--- src/design/ptt_pkg.sv ---
// shared types and codes of the periodic timer table
package ptt_pkg;

	localparam int PTT_DEPTH = 128;

	localparam logic [3:0] K_TICK     = 4'd0;
	localparam logic [3:0] K_CREATE   = 4'd1;
	localparam logic [3:0] K_POLL     = 4'd2;
	localparam logic [3:0] K_POLL_ANY = 4'd3;
	localparam logic [3:0] K_IS_DUE   = 4'd4;
	localparam logic [3:0] K_UNTIL    = 4'd5;
	localparam logic [3:0] K_CANCEL   = 4'd6;
	localparam logic [3:0] K_CANCEL_T = 4'd7;
	localparam logic [3:0] K_STATS    = 4'd8;

	localparam logic [1:0] ST_OK   = 2'd0;
	localparam logic [1:0] ST_NONE = 2'd1;
	localparam logic [1:0] ST_FULL = 2'd2;

	typedef struct packed {
		logic        live;
		logic [3:0]  etype;
		logic [7:0]  card;
		logic [15:0] chan;
		logic [30:0] period;
		logic [31:0] deadline;
	} entry_t;

	typedef struct packed {
		logic        live;
		logic        match;
		logic        type_hit;
		logic        due;
		logic [31:0] gap;
	} eval_t;

endpackage

--- src/design/ptt_eval.sv ---
// per-entry match, due and distance evaluation
module ptt_eval import ptt_pkg::*; (
	input  entry_t      entry,
	input  logic [3:0]  op_type,
	input  logic [8:0]  op_card,
	input  logic [16:0] op_chan,
	input  logic [31:0] now,
	output eval_t       ev
);
	logic [31:0] age;
	logic [31:0] left;
	logic        card_ok;
	logic        chan_ok;

	always_comb begin
		age      = now - entry.deadline;
		left     = entry.deadline - now;
		card_ok  = (op_card == 9'h1FF) || (op_card[7:0] == entry.card);
		chan_ok  = (op_chan == 17'h1FFFF) || (op_chan[15:0] == entry.chan);
		ev.live     = entry.live;
		ev.type_hit = entry.live && (entry.etype == op_type);
		ev.match    = ev.type_hit && card_ok && chan_ok;
		ev.due      = !age[31];
		ev.gap      = left[31] ? 32'd0 : left;
	end
endmodule

--- config.mk ---
export PLATFORM = sky130hd
export DESIGN_NAME = ptt_eval
export DESIGN_NICKNAME = d
export VERILOG_FILES = /design/src/design/ptt_pkg.sv /design/src/design/ptt_eval.sv
export SDC_FILE = /design/constraint.sdc
export NUM_CORES = 1
export LEC_CHECK = 0
export BUFFER_PORTS_ARGS = -buffer_cell sky130_fd_sc_hd__buf_4
export CORE_AREA = 2 2 84 86
export DETAILED_ROUTE_END_ITERATION = 8
export DIE_AREA = 0 0 86 88
export PLACE_DENSITY = 0.84
export SLEW_MARGIN = 20
export SYNTH_ARGS = -nofsm -noshare
export SYNTH_HDL_FRONTEND = slang
export SYNTH_SLANG_ARGS = --single-unit
--- constraint.sdc ---
create_clock -name vclk -period 6.9
set_input_delay 0.345 -clock vclk [all_inputs]
set_output_delay 0.345 -clock vclk [all_outputs]
set_load 0.01 [all_outputs]
==> results.toml <==
[grt]
grt_max_degree = 19
grt_overflow_total = 0
antenna_found_initial = 0
grtUsageTotal = 0.2431
first_global_vias = 3586
grt_pass1_wl_mm = 15.51

[floorplan]
dieHeight_um = 88
num_io_pins = 190
initial_core_util = 0.4885
die-area_um2 = 7568
rows = 30
die_w_um = 86
core-area_um2 = 6644

[synthesis]
yosys_warnings = 0
synth_nets = 691
netlist-cell-type-count = 58
ys_top_cells_by_count = "inv_1, ha_1, nor2_1"
yosysTopAreaCell = "ha_1"
synth.area.top_cells = "ha_1, inv_1, xnor2_1, xor2_1, a21o_1"
synth.most_common_cell = "inv_1"
seq_area_frac_synth = 0
synthCells = 474
synth_area_per_cell_um2 = 6.847
yosysTopAreaCellShare = 0.2390
syn_area_um2 = 3246

[sta]
rsz0062_at_grt = "false"
relSlewSlack = 0.5648
setup_tns_ns = 0
post-route-period-util = 0.5077
fmaxAchievable_ghz = 0.2854
setup_viol = 0
worstMarginPinSlew_ns = 0.6507
period_minus_slack_ns = 3.503
final.setup.worst_slack_ns = 3.397
hold_viol_final = 0
maxSlewViolCount = 0

[finish]
fin_util = 0.6655
regArea_um2 = 0
drive_gt1_frac = 0.2859
final_cell_area_um2 = 4422
multi_input_area_um2 = 2873
fin_nets = 831
final_cells = 692
syn2layout_area_growth_pct = 36.24
fill_cells = 589
num_antenna_cells = 0
clockBufferCount = 0
nFlopsAndLatches = 0

[routing]
drt_iter0_markers = 148
drcViolationCount = 0
viasPerCell = 5.471
routedWlPerCell_um = 14.13
antenna_left = 0
drt-total-wl_mm = 9.780
first_pass_iters = 4
num_vias = 3786

[worst_setup_path]
cp_slowest_cell = "a211oi_4"
start_kind = "primary input"
critPathLaunch = "entry[10]"
path_cells = "buf_4 > inv_1 > ha_1 > nand3_2 > nor2_2 > o2111ai_1 > and2_1 > o211ai_4 > nor2_1 > a211oi_4 > buf_4 > nor3_1 > buf_4"
endpoint_kind = "output pin"
cpPeakStageDelay_ns = 0.54
cp.required_ns = 6.55
crit_family = "compound AO/OA/AOI/OAI gates"
cp.arrival_ns = 3.16
crit_type = "primary input to output pin"
crit_buf_inv = 4
crit_fanout = 18
crit_top_cell = "buf_4"

[power]
p_per_area_nw_per_um2 = 98.08
p_leak_uw = 0.002466
max-vdd-ir-drop_mv = 0.05569

[place]
place_hpwl_mm = 8.512
place_ws_ns = 3.397
place_inst = 692
placed_cell_area_um2 = 4422
gp_congestion = 0.9427
io_buffer_count = 158

[run_status]
status = "finished, final reports clean"

[min_path]
hold_path.class = "primary input to output pin"
worstHoldStart = "entry[91]"

[clock_network]
post-cts-setup-buffers = 0
ctsHoldBuffers = 0
cts_resized = 0

[flow_run]
drv_cap = 0
## path summary, 6_finish.rpt
check / to / slack, ns / cells past startpoint
setup / recovery: ev[2] / 3.40 / 13
hold / removal: ev[35] / 0.88 / 2
## kinds of logic after synthesis
family,synth area share
AOI/OAI and AO/OA,0.2722
xor gates and xnor gates,0.1457
adders and majority gates,0.2452
and+or+nand+nor,0.2140
other,0.001155
muxes,0.004625
buffers and inverters,0.1172
## stage by stage
stage          hold WS, ns  total power (uW)
3_5_place_dp        0.8786             431.7
3_3_place_gp        0.8777             421.5
2_1_floorplan       0.7818             253.6
5_1_grt             0.8886             475.3
4_1_cts             0.8788             433.9
6_report            0.8785             433.7
## report_power, final
group / leakage [uW] / total (uW) / switching, uW / internal [uW]
clock network: 0 / 0 / 0 / 0
registers: 0 / 0 / 0 / 0
logic: 0.00247 / 434 / 223 / 210
total: 0.00247 / 434 / 223 / 210
## layout make-up
cell class         instances  share of cell area
multi-input cells        385              0.6497
inverters                 68             0.05773
repair buffers           159              0.2699
well taps                 80             0.02264
## cell usage in the layout (no fill, tap or decap), types with 3 or more instances in the layout
cell type  count
buf_4        159
inv_1         68
ha_1          62
nor2_1        43
a21oi_1       38
nand2_1       30
xnor2_1       29
a21o_1        27
xor2_1        25
o21ai_0       21
nand4_1       16
and3_1         8
nor4_1         7
o21bai_1       6
nand3_1        5
nor2b_1        5
nor3_1         5
o211ai_1       5
and2_1         3
o21a_1         3
a211oi_1       3
## layer usage
| metal | up-vias | wire, um | track usage |
|---|---|---|---|
| met5 | - | 0 | 0 |
| met4 | 0 | 249 | 0.05772 |
| met3 | 22 | 611 | 0.02451 |
| met2 | 133 | 5059 | 0.4806 |
| met1 | 1739 | 3860 | 0.2771 |
| li1 | 1892 | - | - |
No activity file was read; power rests on OpenSTA's default activity.
